$ cat src/php_pkg.sv
// ----------------------------------------------------------------------------
// php_pkg
// types, constants and lookup functions of the packet header layer parser
// ----------------------------------------------------------------------------
`timescale 1ns / 1ps
`default_nettype none

package php_pkg;

	localparam int MaxPacketBytes = 16384;
	localparam int OffW = 14;

	// header being walked
	typedef enum logic [3:0] {
		PH_ETH    = 4'd0,
		PH_VLAN   = 4'd1,
		PH_MPLS   = 4'd2,
		PH_IPV4   = 4'd3,
		PH_IPV6   = 4'd4,
		PH_FRAG   = 4'd5,
		PH_FRAGNF = 4'd6,
		PH_EXT    = 4'd7,
		PH_TCP    = 4'd8,
		PH_UDP    = 4'd9,
		PH_ICMP   = 4'd10,
		PH_ICMP6  = 4'd11,
		PH_DONE   = 4'd12
	} phase_t;

	localparam logic [1:0] IP_NONE = 2'd0;
	localparam logic [1:0] IP_V4   = 2'd1;
	localparam logic [1:0] IP_V6   = 2'd2;

	localparam logic [2:0] L4_NONE  = 3'd0;
	localparam logic [2:0] L4_TCP   = 3'd1;
	localparam logic [2:0] L4_UDP   = 3'd2;
	localparam logic [2:0] L4_ICMP  = 3'd3;
	localparam logic [2:0] L4_ICMP6 = 3'd4;

	localparam logic [15:0] FRAG_OFF_MASK = 16'hfff8;
	localparam logic [3:0]  IHL_MIN       = 4'd5;

	// layers found so far, also the result item
	typedef struct packed {
		logic            eth_found;
		logic [OffW-1:0] eth_offset;
		logic [1:0]      ip_kind;
		logic [OffW-1:0] ip_offset;
		logic            frag_found;
		logic [OffW-1:0] frag_offset;
		logic [2:0]      l4_kind;
		logic [OffW-1:0] l4_offset;
	} layers_t;

	// fixed header length of each phase
	function automatic logic [5:0] hdr_size(input phase_t ph);
		logic [5:0] s;
		case (ph)
			PH_ETH:    s = 6'd14;
			PH_VLAN:   s = 6'd4;
			PH_MPLS:   s = 6'd5;
			PH_IPV4:   s = 6'd20;
			PH_IPV6:   s = 6'd40;
			PH_FRAG:   s = 6'd8;
			PH_FRAGNF: s = 6'd8;
			PH_EXT:    s = 6'd2;
			PH_TCP:    s = 6'd20;
			PH_UDP:    s = 6'd8;
			PH_ICMP:   s = 6'd8;
			PH_ICMP6:  s = 6'd8;
			default:   s = 6'd1;
		endcase
		return s;
	endfunction

	// transport protocol to phase, done when unknown
	function automatic phase_t go_l4(input logic [7:0] proto);
		phase_t p;
		case (proto)
			8'd6:    p = PH_TCP;
			8'd17:   p = PH_UDP;
			8'd1:    p = PH_ICMP;
			8'd58:   p = PH_ICMP6;
			default: p = PH_DONE;
		endcase
		return p;
	endfunction

	// ipv6 next header to phase
	function automatic phase_t go_v6(input logic [7:0] proto);
		phase_t p;
		case (proto)
			8'd44:   p = PH_FRAG;
			8'd0:    p = PH_EXT;
			8'd43:   p = PH_EXT;
			8'd60:   p = PH_EXT;
			8'd135:  p = PH_EXT;
			default: p = go_l4(proto);
		endcase
		return p;
	endfunction

	// ethertype to phase
	function automatic phase_t go_type(input logic [15:0] t);
		phase_t p;
		case (t)
			16'h8100: p = PH_VLAN;
			16'h88a8: p = PH_VLAN;
			16'h9100: p = PH_VLAN;
			16'h9200: p = PH_VLAN;
			16'h9300: p = PH_VLAN;
			16'h8847: p = PH_MPLS;
			16'h8848: p = PH_MPLS;
			16'h0800: p = PH_IPV4;
			16'h86dd: p = PH_IPV6;
			default:  p = PH_DONE;
		endcase
		return p;
	endfunction

endpackage

`default_nettype wire

$ cat src/php_core.sv
// ----------------------------------------------------------------------------
// php_core
// per-packet walk state, advanced by one byte per step
// ----------------------------------------------------------------------------
`timescale 1ns / 1ps
`default_nettype none

module php_core #(
	parameter int MAX_PACKET_BYTES = php_pkg::MaxPacketBytes
) (
	input  wire logic             clk,
	input  wire logic             arst_n,
	input  wire logic             step,
	input  wire logic [7:0]       data_byte,
	input  wire logic             last_byte,
	output php_pkg::layers_t      layers
);
	import php_pkg::*;

	localparam int POS_W = $clog2(MAX_PACKET_BYTES + 1);
	localparam int END_W = ((POS_W > 12) ? POS_W : 12) + 1;

	phase_t             phase_q, phase_d;
	logic [POS_W-1:0]   pos_q, pos_d;
	logic [END_W-1:0]   start_q, start_d;
	logic [END_W-1:0]   end_q, end_d;
	logic [15:0]        ntype_q, ntype_d;
	logic [31:0]        shift_q, shift_d;
	logic               stop_q, stop_d;
	layers_t            found_q, found_d;

	logic [END_W-1:0]   pos_e;
	logic [END_W-1:0]   idx;
	phase_t             go_ph;
	logic [END_W-1:0]   go_start;
	logic               go;

	// next state for one byte
	always_comb begin
		phase_d  = phase_q;
		pos_d    = pos_q;
		start_d  = start_q;
		end_d    = end_q;
		ntype_d  = ntype_q;
		shift_d  = shift_q;
		stop_d   = stop_q;
		found_d  = found_q;
		pos_e    = END_W'(pos_q);
		idx      = pos_e - start_q;
		go       = 1'b0;
		go_ph    = PH_DONE;
		go_start = start_q;

		if (pos_q < POS_W'(MAX_PACKET_BYTES)) begin
			pos_d = pos_q + 1'b1;
			if (!stop_q && pos_e >= start_q && pos_e < end_q) begin
				shift_d = {shift_q[23:0], data_byte};
				if (phase_q == PH_IPV4 && idx == '0)
					ntype_d = {4'd0, data_byte[3:0], 8'd0};
				if (phase_q == PH_IPV4 && idx == END_W'(9))
					ntype_d = {ntype_q[15:8], data_byte};
				if (phase_q == PH_IPV6 && idx == END_W'(6))
					ntype_d = {8'd0, data_byte};
				if (phase_q == PH_FRAG && idx == END_W'(3)) begin
					ntype_d = shift_d[31:16];
					if ((shift_d[15:0] & FRAG_OFF_MASK) != '0)
						phase_d = PH_FRAGNF;
				end

				// header complete
				if (pos_e + 1'b1 == end_q) begin
					case (phase_d)
						PH_ETH: begin
							found_d.eth_found  = 1'b1;
							found_d.eth_offset = OffW'(start_q);
							go       = 1'b1;
							go_ph    = go_type(shift_d[15:0]);
							go_start = end_q;
						end
						PH_VLAN: begin
							go       = 1'b1;
							go_ph    = go_type(shift_d[15:0]);
							go_start = end_q;
						end
						PH_MPLS: begin
							go = 1'b1;
							go_start = pos_e;
							if (!shift_d[16]) begin
								go_ph = PH_MPLS;
							end else begin
								case (shift_d[7:4])
									4'd0: begin
										go_ph    = PH_ETH;
										go_start = pos_e + END_W'(4);
									end
									4'd4: begin
										go_ph   = PH_IPV4;
										ntype_d = {4'd0, data_byte[3:0], 8'd0};
									end
									4'd6:    go_ph = PH_IPV6;
									default: go_ph = PH_DONE;
								endcase
							end
						end
						PH_IPV4: begin
							found_d.ip_kind   = IP_V4;
							found_d.ip_offset = OffW'(start_q);
							go = 1'b1;
							if (ntype_d[11:8] < IHL_MIN) begin
								go_ph = PH_DONE;
							end else begin
								go_ph    = go_l4(ntype_d[7:0]);
								go_start = start_q + END_W'({ntype_d[11:8], 2'b00});
							end
						end
						PH_IPV6: begin
							found_d.ip_kind   = IP_V6;
							found_d.ip_offset = OffW'(start_q);
							go       = 1'b1;
							go_ph    = go_v6(ntype_d[7:0]);
							go_start = end_q;
						end
						PH_FRAG: begin
							found_d.frag_found  = 1'b1;
							found_d.frag_offset = OffW'(start_q);
							go       = 1'b1;
							go_ph    = go_v6(ntype_d[15:8]);
							go_start = start_q
								+ END_W'({({1'b0, ntype_d[7:0]} + 9'd1), 3'b000});
						end
						PH_FRAGNF: begin
							found_d.frag_found  = 1'b1;
							found_d.frag_offset = OffW'(start_q);
							go    = 1'b1;
							go_ph = PH_DONE;
						end
						PH_EXT: begin
							go       = 1'b1;
							go_ph    = go_v6(shift_d[15:8]);
							go_start = start_q
								+ END_W'({({1'b0, shift_d[7:0]} + 9'd1), 3'b000});
						end
						PH_TCP, PH_UDP, PH_ICMP, PH_ICMP6: begin
							found_d.l4_kind   = 3'(phase_d) - 3'(PH_TCP) + 3'd1;
							found_d.l4_offset = OffW'(start_q);
							go    = 1'b1;
							go_ph = PH_DONE;
						end
						default: begin
							go    = 1'b1;
							go_ph = PH_DONE;
						end
					endcase
				end
			end
		end

		// enter the next header or stop the walk
		if (go) begin
			phase_d = go_ph;
			if (go_ph == PH_DONE) begin
				stop_d = 1'b1;
			end else begin
				start_d = go_start;
				end_d   = go_start + END_W'(hdr_size(go_ph));
			end
		end

		layers = found_d;
	end

	// walk state, cleared after each packet
	always_ff @(posedge clk or negedge arst_n) begin
		if (!arst_n) begin
			phase_q <= PH_ETH;
			pos_q   <= '0;
			start_q <= '0;
			end_q   <= END_W'(14);
			ntype_q <= '0;
			shift_q <= '0;
			stop_q  <= 1'b0;
			found_q <= '0;
		end else if (step) begin
			if (last_byte) begin
				phase_q <= PH_ETH;
				pos_q   <= '0;
				start_q <= '0;
				end_q   <= END_W'(14);
				ntype_q <= '0;
				shift_q <= '0;
				stop_q  <= 1'b0;
				found_q <= '0;
			end else begin
				phase_q <= phase_d;
				pos_q   <= pos_d;
				start_q <= start_d;
				end_q   <= end_d;
				ntype_q <= ntype_d;
				shift_q <= shift_d;
				stop_q  <= stop_d;
				found_q <= found_d;
			end
		end
	end

endmodule

`default_nettype wire

$ cat src/packet_header_layer_parser.sv
// ----------------------------------------------------------------------------
// packet_header_layer_parser
// streaming ethernet / vlan / mpls / ip / transport header layer parser
// ----------------------------------------------------------------------------
// Takes one packet byte per item and accepts a new item every clock cycle.
// Each byte lands in an input register and is folded into the walk state by
// one pass of logic; on the byte flagged last the layer report then goes
// from the input register to an output register. The only stall is
// a last byte waiting while a previous report has not been taken.
`timescale 1ns / 1ps
`default_nettype none

module packet_header_layer_parser #(
	parameter int MAX_PACKET_BYTES = php_pkg::MaxPacketBytes
) (
	input  wire logic                       clk,
	input  wire logic                       arst_n,
	input  wire logic                       byte_valid,
	output logic                            byte_ready,
	input  wire logic [7:0]                 data_byte,
	input  wire logic                       last_byte,
	output logic                            result_valid,
	input  wire logic                       result_ready,
	output logic                            eth_found,
	output logic [php_pkg::OffW-1:0]        eth_offset,
	output logic [1:0]                      ip_kind,
	output logic [php_pkg::OffW-1:0]        ip_offset,
	output logic                            frag_found,
	output logic [php_pkg::OffW-1:0]        frag_offset,
	output logic [2:0]                      l4_kind,
	output logic [php_pkg::OffW-1:0]        l4_offset
);
	import php_pkg::*;

	logic       valid_s1;
	logic [7:0] data_s1;
	logic       last_s1;
	logic       out_free;
	logic       go_s1;
	logic       res_valid_q;
	layers_t    layers;
	layers_t    res_q;

	// handshake between stages
	assign out_free   = !res_valid_q || result_ready;
	assign go_s1      = valid_s1 && (!last_s1 || out_free);
	assign byte_ready = !valid_s1 || go_s1;

	// input register
	always_ff @(posedge clk or negedge arst_n) begin
		if (!arst_n) begin
			valid_s1 <= 1'b0;
		end else if (byte_ready) begin
			valid_s1 <= byte_valid;
		end
	end

	always_ff @(posedge clk) begin
		if (byte_ready && byte_valid) begin
			data_s1 <= data_byte;
			last_s1 <= last_byte;
		end
	end

	php_core #(
		.MAX_PACKET_BYTES(MAX_PACKET_BYTES)
	) u_core (
		.clk       (clk),
		.arst_n    (arst_n),
		.step      (go_s1),
		.data_byte (data_s1),
		.last_byte (last_s1),
		.layers    (layers)
	);

	// result register
	always_ff @(posedge clk or negedge arst_n) begin
		if (!arst_n) begin
			res_valid_q <= 1'b0;
		end else if (go_s1 && last_s1) begin
			res_valid_q <= 1'b1;
		end else if (result_ready) begin
			res_valid_q <= 1'b0;
		end
	end

	always_ff @(posedge clk) begin
		if (go_s1 && last_s1) begin
			res_q <= layers;
		end
	end

	assign result_valid = res_valid_q;
	assign eth_found    = res_q.eth_found;
	assign eth_offset   = res_q.eth_offset;
	assign ip_kind      = res_q.ip_kind;
	assign ip_offset    = res_q.ip_offset;
	assign frag_found   = res_q.frag_found;
	assign frag_offset  = res_q.frag_offset;
	assign l4_kind      = res_q.l4_kind;
	assign l4_offset    = res_q.l4_offset;

endmodule

`default_nettype wire

$ cat config.mk
export PLATFORM = sky130hd
export DESIGN_NAME = packet_header_layer_parser
export DESIGN_NICKNAME = d
export VERILOG_FILES = /design/src/php_pkg.sv /design/src/php_core.sv /design/src/packet_header_layer_parser.sv
export SDC_FILE = /design/constraint.sdc
export NUM_CORES = 1
export LEC_CHECK = 0
export BUFFER_PORTS_ARGS = -buffer_cell sky130_fd_sc_hd__buf_2
export CAP_MARGIN = 20
export CORE_ASPECT_RATIO = 0.7
export CORE_MARGIN = 2
export CORE_UTILIZATION = 45
export CTS_CLUSTER_DIAMETER = 60
export CTS_CLUSTER_SIZE = 14
export DETAILED_ROUTE_END_ITERATION = 16
export HOLD_SLACK_MARGIN = 0.15
export SLEW_MARGIN = 30
export SYNTH_ARGS = -nofsm -noshare
export SYNTH_HDL_FRONTEND = slang
export SYNTH_SLANG_ARGS = --single-unit
$ cat constraint.sdc
create_clock -name clk -period 22.4 [get_ports clk]
set_input_delay 4.48 -clock clk [delete_from_list [all_inputs] [get_ports clk]]
set_output_delay 4.48 -clock clk [all_outputs]
set_load 0.01 [all_outputs]
==> impl_metrics.tcl, run 1 <==
set metrics [dict create \
    diodes 0 \
    fin_skew_ps 18.0 \
    die_area_um2 33900 \
    clk_path_buf_depth 3 \
    crit_fanout 17 \
    cts_setup_buffers 0 \
    yosysMostFrequentCell "nand2_1" \
    hpwlAfterDp_um 35800 \
    hold_viol_final 0 \
    fin_crit_ps 9870 \
    slowest_stage "nor4b_1" \
    p_per_area_nw_per_um2 62.2 \
    vias 13100 \
    die_height_um 155 \
    status "finished, final reports clean" \
    gp_congestion 0.988 \
    synth_warnings 0 \
    setup_tns_ps 0 \
    boundaryPins 78 \
    grt_pass1_vias 11900 \
    drtIter0Drc 1865 \
    cts_tree "yes" \
    core_um2 32100 \
    synthArstFlopShare_pct 68.6 \
    yosys.area.top_type "dfrtp_1" \
    cp_slowest_stage_delay_ps 810 \
    die_w_um 219 \
    tightestPinTransition_ps 944 \
    syn_inst 1563 \
    cts_root_buffer "clkbuf_16" \
    synth_top_family_by_area "compound AO/OA/AOI/OAI gates" \
    ctsResizeCount 0 \
    synth_top_cell_area_share_pct 26.4 \
    leakage_uw 0.00679 \
    cap_violations 0 \
    fmax_mhz 101 \
    ys_types 102 \
    hp-class "flip-flop to flip-flop" \
    grt.overflow.total 0 \
    clock-sinks 229 \
    hold_ws_ps 486 \
    fin_util_pct 50.1 \
    end_kind "flip-flop" \
    synth_area_leaders "dfrtp_1 (26%), edfxtp_1 (15%), a22o_1 (7.7%)" \
    synth-compound-area-share_pct 25.4 \
    nets 1664 \
    crit_top_cell "ha_1" \
    avgViaCountPerCell 6.43 \
    route.detailed.drc 0 \
    synth_common_cells "nand2_1 (166), dfrtp_1 (154), o21ai_0 (143)" \
    grt_max_degree 67 \
    setup_violations 0 \
    syn2layout_area_growth_pct 10.3 \
    clk_pin_slew_ps 70 \
    synthSimpleGateAreaFrac_pct 18.0 \
    syn_area_per_cell_um2 9.34 \
    drive_gt1_share_pct 11.9 \
    drt.antenna.violating_nets 0 \
    power_uw 1000 \
    ys.flop_type "dfrtp_1" \
    muxShareOfSynthArea_pct 1.53 \
    io_buffers 77 \
    crit_arrival_ps 10330 \
    layoutNonFillerInstCount 2038 \
    critPathKind "flip-flop to flip-flop" \
    place_inst 1992 \
    cts-buffers-inserted 25 \
    synth_area_um2 14600 \
    start_util_pct 45.4 \
    relSlewSlack_pct 36.7 \
    rsz0062_at_grt "no" \
    grt_pass1_wl_um 74700 \
    htree_levels 1 \
    grt_use_total_pct 29.0 \
    synthAdderAreaFrac_pct 5.26 \
    first_pass_iters 6 \
    cp-start-kind "flip-flop" \
    clk_latency_ps 560 \
    ir_worst_vdd_uv 54.9 \
    worstPathRequired_ps 22850 \
    drt-total-wl_um 49200 \
    grt_antenna_before_repair 1 \
    ys_seq_area_share_pct 41.7 \
    period_share_pct 44.1 \
    synth_edf_count 72 \
    drv_slew 0 \
    num_rows 55 \
    mappedNetlistNets 1635 \
    avgRoutedWirePerCell_um 24.2 \
    synth-seq-cells 229 \
    yosys.area_share.xor_xnor_pct 3.90 \
    hold_buffers 0 \
]
[cells by family after synthesis]
kind of cell | after synthesis
compound gates | 524
simple gates | 516
mux | 21
fa+ha+maj | 59
buf+inv | 149
xor+xnor | 65
flops | 229
[state kept, by name (all words and copies together) (netlist names), 15 cells and up]
| signal | flops |
|---|---|
| u_core.ntype_q | 16 |
| u_core.end_q | 16 |
| u_core.start_q | 16 |
| u_core.shift_q | 24 |
| u_core.pos_q | 15 |
| u_core.found_q | 63 |
[metrics by stage]
| step | area, µm² | setup slack, ps |
|---|---|---|
| after floorplan | 14600 | 13200 |
| after global placement | 15300 | 12980 |
| after detailed placement | 15300 | 12770 |
| after CTS | 16100 | 12720 |
| after global routing | 16100 | 11930 |
| final | 16100 | 12530 |
[power by group]
group	total (µW)	internal [µW]	switching, µW
registers	460	441	18.3
logic	127	35.5	91.6
clock network	415	225	191
[metal layers]
| layer | share of wire (%) | vias up | track usage, % |
|---|---|---|---|
| li1 | - | 5917 | - |
| met1 | 47 | 6421 | 47.1 |
| met2 | 39 | 702 | 38.8 |
| met3 | 11 | 68 | 6.04 |
| met4 | 1.9 | 0 | 5.57 |
| met5 | 0 | - | 0 |
[area by class of cell]
cell class	instances	area, µm²
clock buffers	35	663
clock inverters	11	138
fillers	2998	16000
inverters	57	215
multi-input cells	1185	7940
flip-flops and latches	229	6090
well taps	427	534
repair buffers	94	523
[final timing paths]
check,from,depth (start not counted),endpoint,slack (ps)
max,u_core.start_q[6],33,u_core.end_q[15],12530
min,u_core.found_q[62],1,u_core.found_q[62],490
max reg2reg,u_core.start_q[6],33,u_core.end_q[15],12530
min reg2reg,u_core.found_q[62],1,u_core.found_q[62],490
max in group asynchronous,arst_n,2,u_core.ntype_q[8],17430
min in group asynchronous,arst_n,1,u_core.shift_q[7],3810
[worst max-delay path: cells and delay by family (launching register included)]
| kind | cells | cell delay, ps |
|---|---|---|
| AOI/OAI and AO/OA | 11 | 2980 |
| DFF | 1 | 420 |
| muxes | 1 | 90 |
| buffers and inverters | 2 | 430 |
| and+or+nand+nor | 14 | 4260 |
| adders and majority gates | 3 | 1140 |
| xor gates and xnor gates | 2 | 430 |
[placed cells by master, fill, tap and decap left out, types with 13 or more instances in the layout]
cell type	instances
dfrtp_1	154
edfxtp_1	72
a21oi_1	73
ha_1	55
nand3_1	45
xnor2_1	33
nor3_1	43
nor2b_1	15
a31oi_1	13
a22o_1	128
nor2_1	90
nand4_1	20
nand2_1	165
clkbuf_16	25
buf_2	76
buf_4	16
o21ai_0	143
nand2b_1	23
a21o_1	18
and3_1	15
inv_1	54
xor2_1	32
(Power assumes the default switching activity.)
==> run 2, diff against run 1 <==
==> constraint.sdc (replaced) <==
create_clock -name clk -period 8.2 [get_ports clk]
set_input_delay 1.64 -clock clk [delete_from_list [all_inputs] [get_ports clk]]
set_output_delay 1.64 -clock clk [all_outputs]
set_load 0.01 [all_outputs]
==> run 2 against run 1 <==
Sequential power grew to 2.7 times the previous value. Register-to-register slack got worse by 12000 ps. Clock-buffer cell count decreased by 2. Global-route usage rose by 0.97 points. Non-clock buffer count is 47 higher. Critical path depth is 1 higher. Clock power rose to 2.6 times the previous value. Maximum frequency increased by 27%. Clock skew up 7.1 ps. Critical path type unchanged. Critical endpoint is now u_core.end_q[14]. Largest cell class unchanged. Largest power group unchanged.
==> impl_metrics.tcl, run 2 (synthesized netlist as in run 1, its figures left out) <==
set metrics [dict create \
    cts_root_buffer "clkbuf_16" \
    fin_crit_ps 7800 \
    status "finished, final reports clean" \
    hpwlAfterDp_um 37100 \
    crit_fanout 15 \
    start_util_pct 45.4 \
    avgRoutedWirePerCell_um 24.3 \
    htree_levels 1 \
    die_w_um 219 \
    pwr-share-seq_pct 45.6 \
    diodes 0 \
    nets 1710 \
    fin_skew_ps 25.1 \
    cts_tree "yes" \
    critPathBufInv 6 \
    netSwitchingFraction_pct 30.0 \
    critPathKind "flip-flop to flip-flop" \
    drt.antenna.violating_nets 0 \
    path_delay_family "simple AND/OR/NAND/NOR gates" \
    crit_arrival_ps 8240 \
    clk_path_buf_depth 3 \
    fin_util_pct 51.2 \
    reg.largest.list "u_core.found_q x63, u_core.shift_q x24" \
    hp-class "flip-flop to flip-flop" \
    cap_violations 0 \
    final_cell_mix "nand2_1 (164), dfrtp_1 (154), o21ai_0 (142), a22o_1 (128), nor2_1 (90)" \
    die_height_um 155 \
    drt-total-wl_um 50600 \
    grt_pass1_wl_um 76700 \
    cp_slowest_stage_delay_ps 520 \
    grt_max_degree 65 \
    p_per_area_nw_per_um2 167 \
    drv_slew 0 \
    hold_ws_ps 498 \
    end_kind "flip-flop" \
    gp_congestion 0.995 \
    comb_power_share_pct 14.7 \
    clk_latency_ps 560 \
    grt_antenna_before_repair 1 \
    vias 13100 \
    boundaryPins 78 \
    ir_worst_vdd_uv 159 \
    fmax_mhz 128 \
    tightestPinTransition_ps 930 \
    hold_viol_final 0 \
    syn2layout_area_growth_pct 12.6 \
    final_common_cell "nand2_1" \
    worstPathRequired_ps 8640 \
    power_uw 2740 \
    multi_input_area_um2 7960 \
    largest_reg_flops 63 \
    die_area_um2 33900 \
    num_rows 55 \
    fillers 2989 \
    period_share_pct 95.1 \
    grt_pass1_vias 11900 \
    intPower_uw 1920 \
    route.detailed.drc 0 \
    slowest_stage "or4_1" \
    p_clk_share_pct 39.7 \
    drtIter0Drc 1729 \
    first_pass_iters 6 \
    core_um2 32100 \
    setup_violations 0 \
    clk_pin_slew_ps 70 \
    cp-start-kind "flip-flop" \
    leakage_uw 0.00701 \
    grt_use_total_pct 29.9 \
    drive_gt1_share_pct 14.6 \
    top_register "u_core.found_q" \
    switchingPower_uw 823 \
    avgViaCountPerCell 6.27 \
    relSlewSlack_pct 37.7 \
    io_buffers 77 \
    grt.overflow.total 0 \
    clock-sinks 229 \
    crit_top_cell "inv_1" \
    cts-buffers-inserted 24 \
    seq_area_um2 6090 \
]
run 2: cell count changes in the layout (fill, tap and decap cells not counted), moves of 2 or more:
| cell | previous run | this run |
|---|---|---|
| buf_4 | 16 | 64 |
| nor3_2 | 1 | 3 |
| nor3_1 | 43 | 41 |
| clkinv_4 | 1 | 3 |
| clkinv_8 | 3 | 1 |
run 2: final cells by class:
class / count / area share [%]
Sequential cell: 229 / 37.1
Inverter: 57 / 1.30
Multi-Input combinational cell: 1185 / 48.4
Clock buffer: 33 / 3.86
Clock inverter: 11 / 0.761
Tap cell: 427 / 3.25
Timing Repair Buffer: 141 / 5.31
run 2: path summary, 6_finish.rpt:
kind	startpoint	endpoint	slack, ps	depth (start not counted)
worst max-delay path	u_core.start_q[4]	u_core.end_q[14]	400	34
worst min-delay path	u_core.found_q[62]	u_core.found_q[62]	500	1
worst max register to register	u_core.start_q[4]	u_core.end_q[14]	400	34
worst min register to register	u_core.found_q[62]	u_core.found_q[62]	500	1
max in group asynchronous	arst_n	u_core.found_q[61]	5960	2
min in group asynchronous	arst_n	u_core.shift_q[4]	1020	1
run 2: repair_timing:
action                     in CTS  in global routing
hold buffers                    0                  0
buffers inserted                0                  2
setup endpoints to repair       0                  9
gates resized for setup         0                  8
run 2: power by group through the flow:
stage	combinational, µW	clock [µW]	sequential (µW)
CTS	389	1110	1250
global route	424	1160	1250
floorplan	240	0	1250
finish	403	1090	1250
global placement	388	0	1270
detailed placement	388	0	1270
run 2: layer usage:
metal / part of all wire (%) / routed length, µm / vias to the layer above / global-route usage (%)
met3: 11 / 5620 / 47 / 9.01
met1: 49 / 24800 / 6339 / 48.1
met4: 1.5 / 779 / 2 / 5.12
li1: - / - / 6025 / -
met5: 0.11 / 58 / - / 1.30
met2: 38 / 19300 / 640 / 38.8
run 2: through the flow:
step | area [µm²] | setup WS, ps | instances | TNS [ps]
after floorplan | 14600 | 384 | 1563 | 0
after global placement | 15600 | 438 | 2037 | 0
after detailed placement | 15600 | 247 | 2037 | 0
after CTS | 16400 | 192 | 2081 | 0
after global routing | 16400 | -7.91 | 2083 | -15.2
final | 16400 | 399 | 2083 | 0
==> run 3, diff against run 2 <==
--- a/config.mk
+++ b/config.mk
@@ -14,7 +14,9 @@
 export CTS_CLUSTER_SIZE = 14
 export DETAILED_ROUTE_END_ITERATION = 16
 export HOLD_SLACK_MARGIN = 0.15
-export SLEW_MARGIN = 30
+export RECOVER_POWER = 50
+export SLEW_MARGIN = 10
 export SYNTH_ARGS = -nofsm -noshare
 export SYNTH_HDL_FRONTEND = slang
 export SYNTH_SLANG_ARGS = --single-unit
+export TNS_END_PERCENT = 10
==> run 3 against run 2 <==
Worst setup slack improved by 76 ps. The run now ends with capacitance limit, slew limit left. Core utilization grew 0.16 points. Sequential share of layout area shrank 0.11 points. Critical endpoint unchanged. Maximum frequency rose by 0.98%. Final cell count is 0.29% higher. Final area grew 0.30%. Worst hold slack better by 2.3 ps. Critical path depth unchanged.
==> impl_metrics.tcl, run 3 (synthesized netlist as in run 1, its figures left out) <==
set metrics [dict create \
    rsz0062_at_grt "no" \
    cp_slowest_stage_delay_ps 510 \
    vias 13100 \
    status "complete, but fails checks" \
    worstPathRequired_ps 8670 \
    critPathKind "flip-flop to flip-flop" \
    fmax_mhz 129 \
    start_util_pct 45.4 \
    grt.overflow.total 0 \
    die_w_um 219 \
    largest_reg_flops 63 \
    crit_top_cell "inv_1" \
    reg.largest.list "u_core.found_q x63, u_core.shift_q x24" \
    grt_use_total_pct 29.9 \
    htree_levels 1 \
    first_pass_iters 6 \
    period_share_pct 94.2 \
    die_height_um 155 \
    fin_crit_ps 7730 \
    place_inst 2037 \
    syn2layout_area_growth_pct 12.9 \
    cp-start-kind "flip-flop" \
    drtIter0Drc 1859 \
    violations "capacitance limit, slew limit" \
    io_buffers 77 \
    boundaryPins 78 \
    drt.antenna.violating_nets 0 \
    cap_violations 3 \
    grt_max_degree 65 \
    grt_pass1_wl_um 76700 \
    hold_viol_final 0 \
    hold_buffers 0 \
    hold_ws_ps 500 \
    fillers 3006 \
    end_kind "flip-flop" \
    die_area_um2 33900 \
    clock-sinks 229 \
    fin_skew_ps 15.2 \
    avgViaCountPerCell 6.26 \
    grt_pass1_vias 11900 \
    fin_util_pct 51.3 \
    cts-buffers-inserted 27 \
    layoutNonFillerInstCount 2089 \
    route.detailed.drc 0 \
    gp_congestion 0.995 \
    hp-class "flip-flop to flip-flop" \
    final_common_cell "nand2_1" \
    setup_violations 0 \
    drive_gt1_share_pct 10.9 \
    num_rows 55 \
    final_cell_mix "nand2_1 (164), dfrtp_1 (154), o21ai_0 (142), a22o_1 (128), nor2_1 (90)" \
    slowest_stage "or4_1" \
    clk_path_buf_depth 3 \
    core_um2 32100 \
    relSlewSlack_pct -130 \
    setup_tns_ps 0 \
    drv_slew 162 \
    clk_pin_slew_ps 70 \
    top_register "u_core.found_q" \
    crit_fanout 15 \
    ir_worst_vdd_uv 250 \
    grt_antenna_before_repair 1 \
    tightestPinTransition_ps 3450 \
    cts_root_buffer "clkbuf_16" \
    avgRoutedWirePerCell_um 24.3 \
    p_per_area_nw_per_um2 175 \
    clk_latency_ps 580 \
    crit_arrival_ps 8200 \
    hpwlAfterDp_um 36900 \
    cts_tree "yes" \
    drt-total-wl_um 50800 \
    leakage_uw 0.00683 \
    nets 1713 \
    diodes 0 \
]
[run 3: cell types whose count changed in the layout (fill, tap and decap cells not counted), sizes merged]
cell    delta
buf       -69
clkbuf    +71
inv        +4
[run 3: final cells by class]
cell class / instances / area, µm² / area share (%)
clock buffer: 35 / 706 / 4.28
tap: 427 / 534 / 3.24
inverter: 57 / 214 / 1.30
clock inverter: 15 / 184 / 1.12
sequential: 229 / 6090 / 37.0
multi-input combinational: 1185 / 7980 / 48.4
timing repair buffer: 141 / 779 / 4.73
[run 3: worst max-delay path, delay by kind of cell, from the launching register on]
| kind | cells | cell delay, ps |
|---|---|---|
| AO/OA/AOI/OAI | 11 | 1970 |
| XOR/XNOR | 2 | 440 |
| adder cells (fa/ha/maj) | 4 | 1250 |
| buffers and inverters | 6 | 780 |
| flip-flops | 1 | 470 |
| AND/OR/NAND/NOR | 11 | 2680 |
[run 3: path summary, 6_finish.rpt]
kind,slack (ps),from,end,depth (start not counted)
worst max-delay path,470,u_core.start_q[1],u_core.end_q[14],34
worst min-delay path,500,u_core.stop_q,u_core.stop_q,1
worst max register to register,470,u_core.start_q[1],u_core.end_q[14],34
worst min register to register,500,u_core.stop_q,u_core.stop_q,1
max in group asynchronous,1930,arst_n,u_core.found_q[13],2
min in group asynchronous,1920,arst_n,u_core.shift_q[4],1
[run 3: per-stage QoR]
stage | area, µm² | total power [µW] | worst slack, ps
after global placement | 15600 | 1660 | 438
after detailed placement | 15600 | 1660 | 285
after floorplan | 14600 | 1490 | 384
after global routing | 16500 | 2980 | 17.5
final | 16500 | 2890 | 474
after CTS | 16500 | 2880 | 253
[run 3: per-layer routing]
metal / track usage, % / vias to the layer above / wire length (µm)
met3: 8.87 / 53 / 5880
li1: - / 6016 / -
met4: 4.73 / 0 / 690
met2: 38.7 / 650 / 19600
met5: 0 / - / 0
met1: 48.3 / 6359 / 24600
[run 3: power by group]
part | total, µW | switching [µW] | internal [µW]
sequential | 1250 | 45.9 | 1210
clock | 1240 | 569 | 667
combinational | 399 | 279 | 120
[run 3: timing repair]
action | in CTS | in global routing
setup buffers | 0 | 1
setup endpoints to repair | 0 | 10
resized for setup | 0 | 11
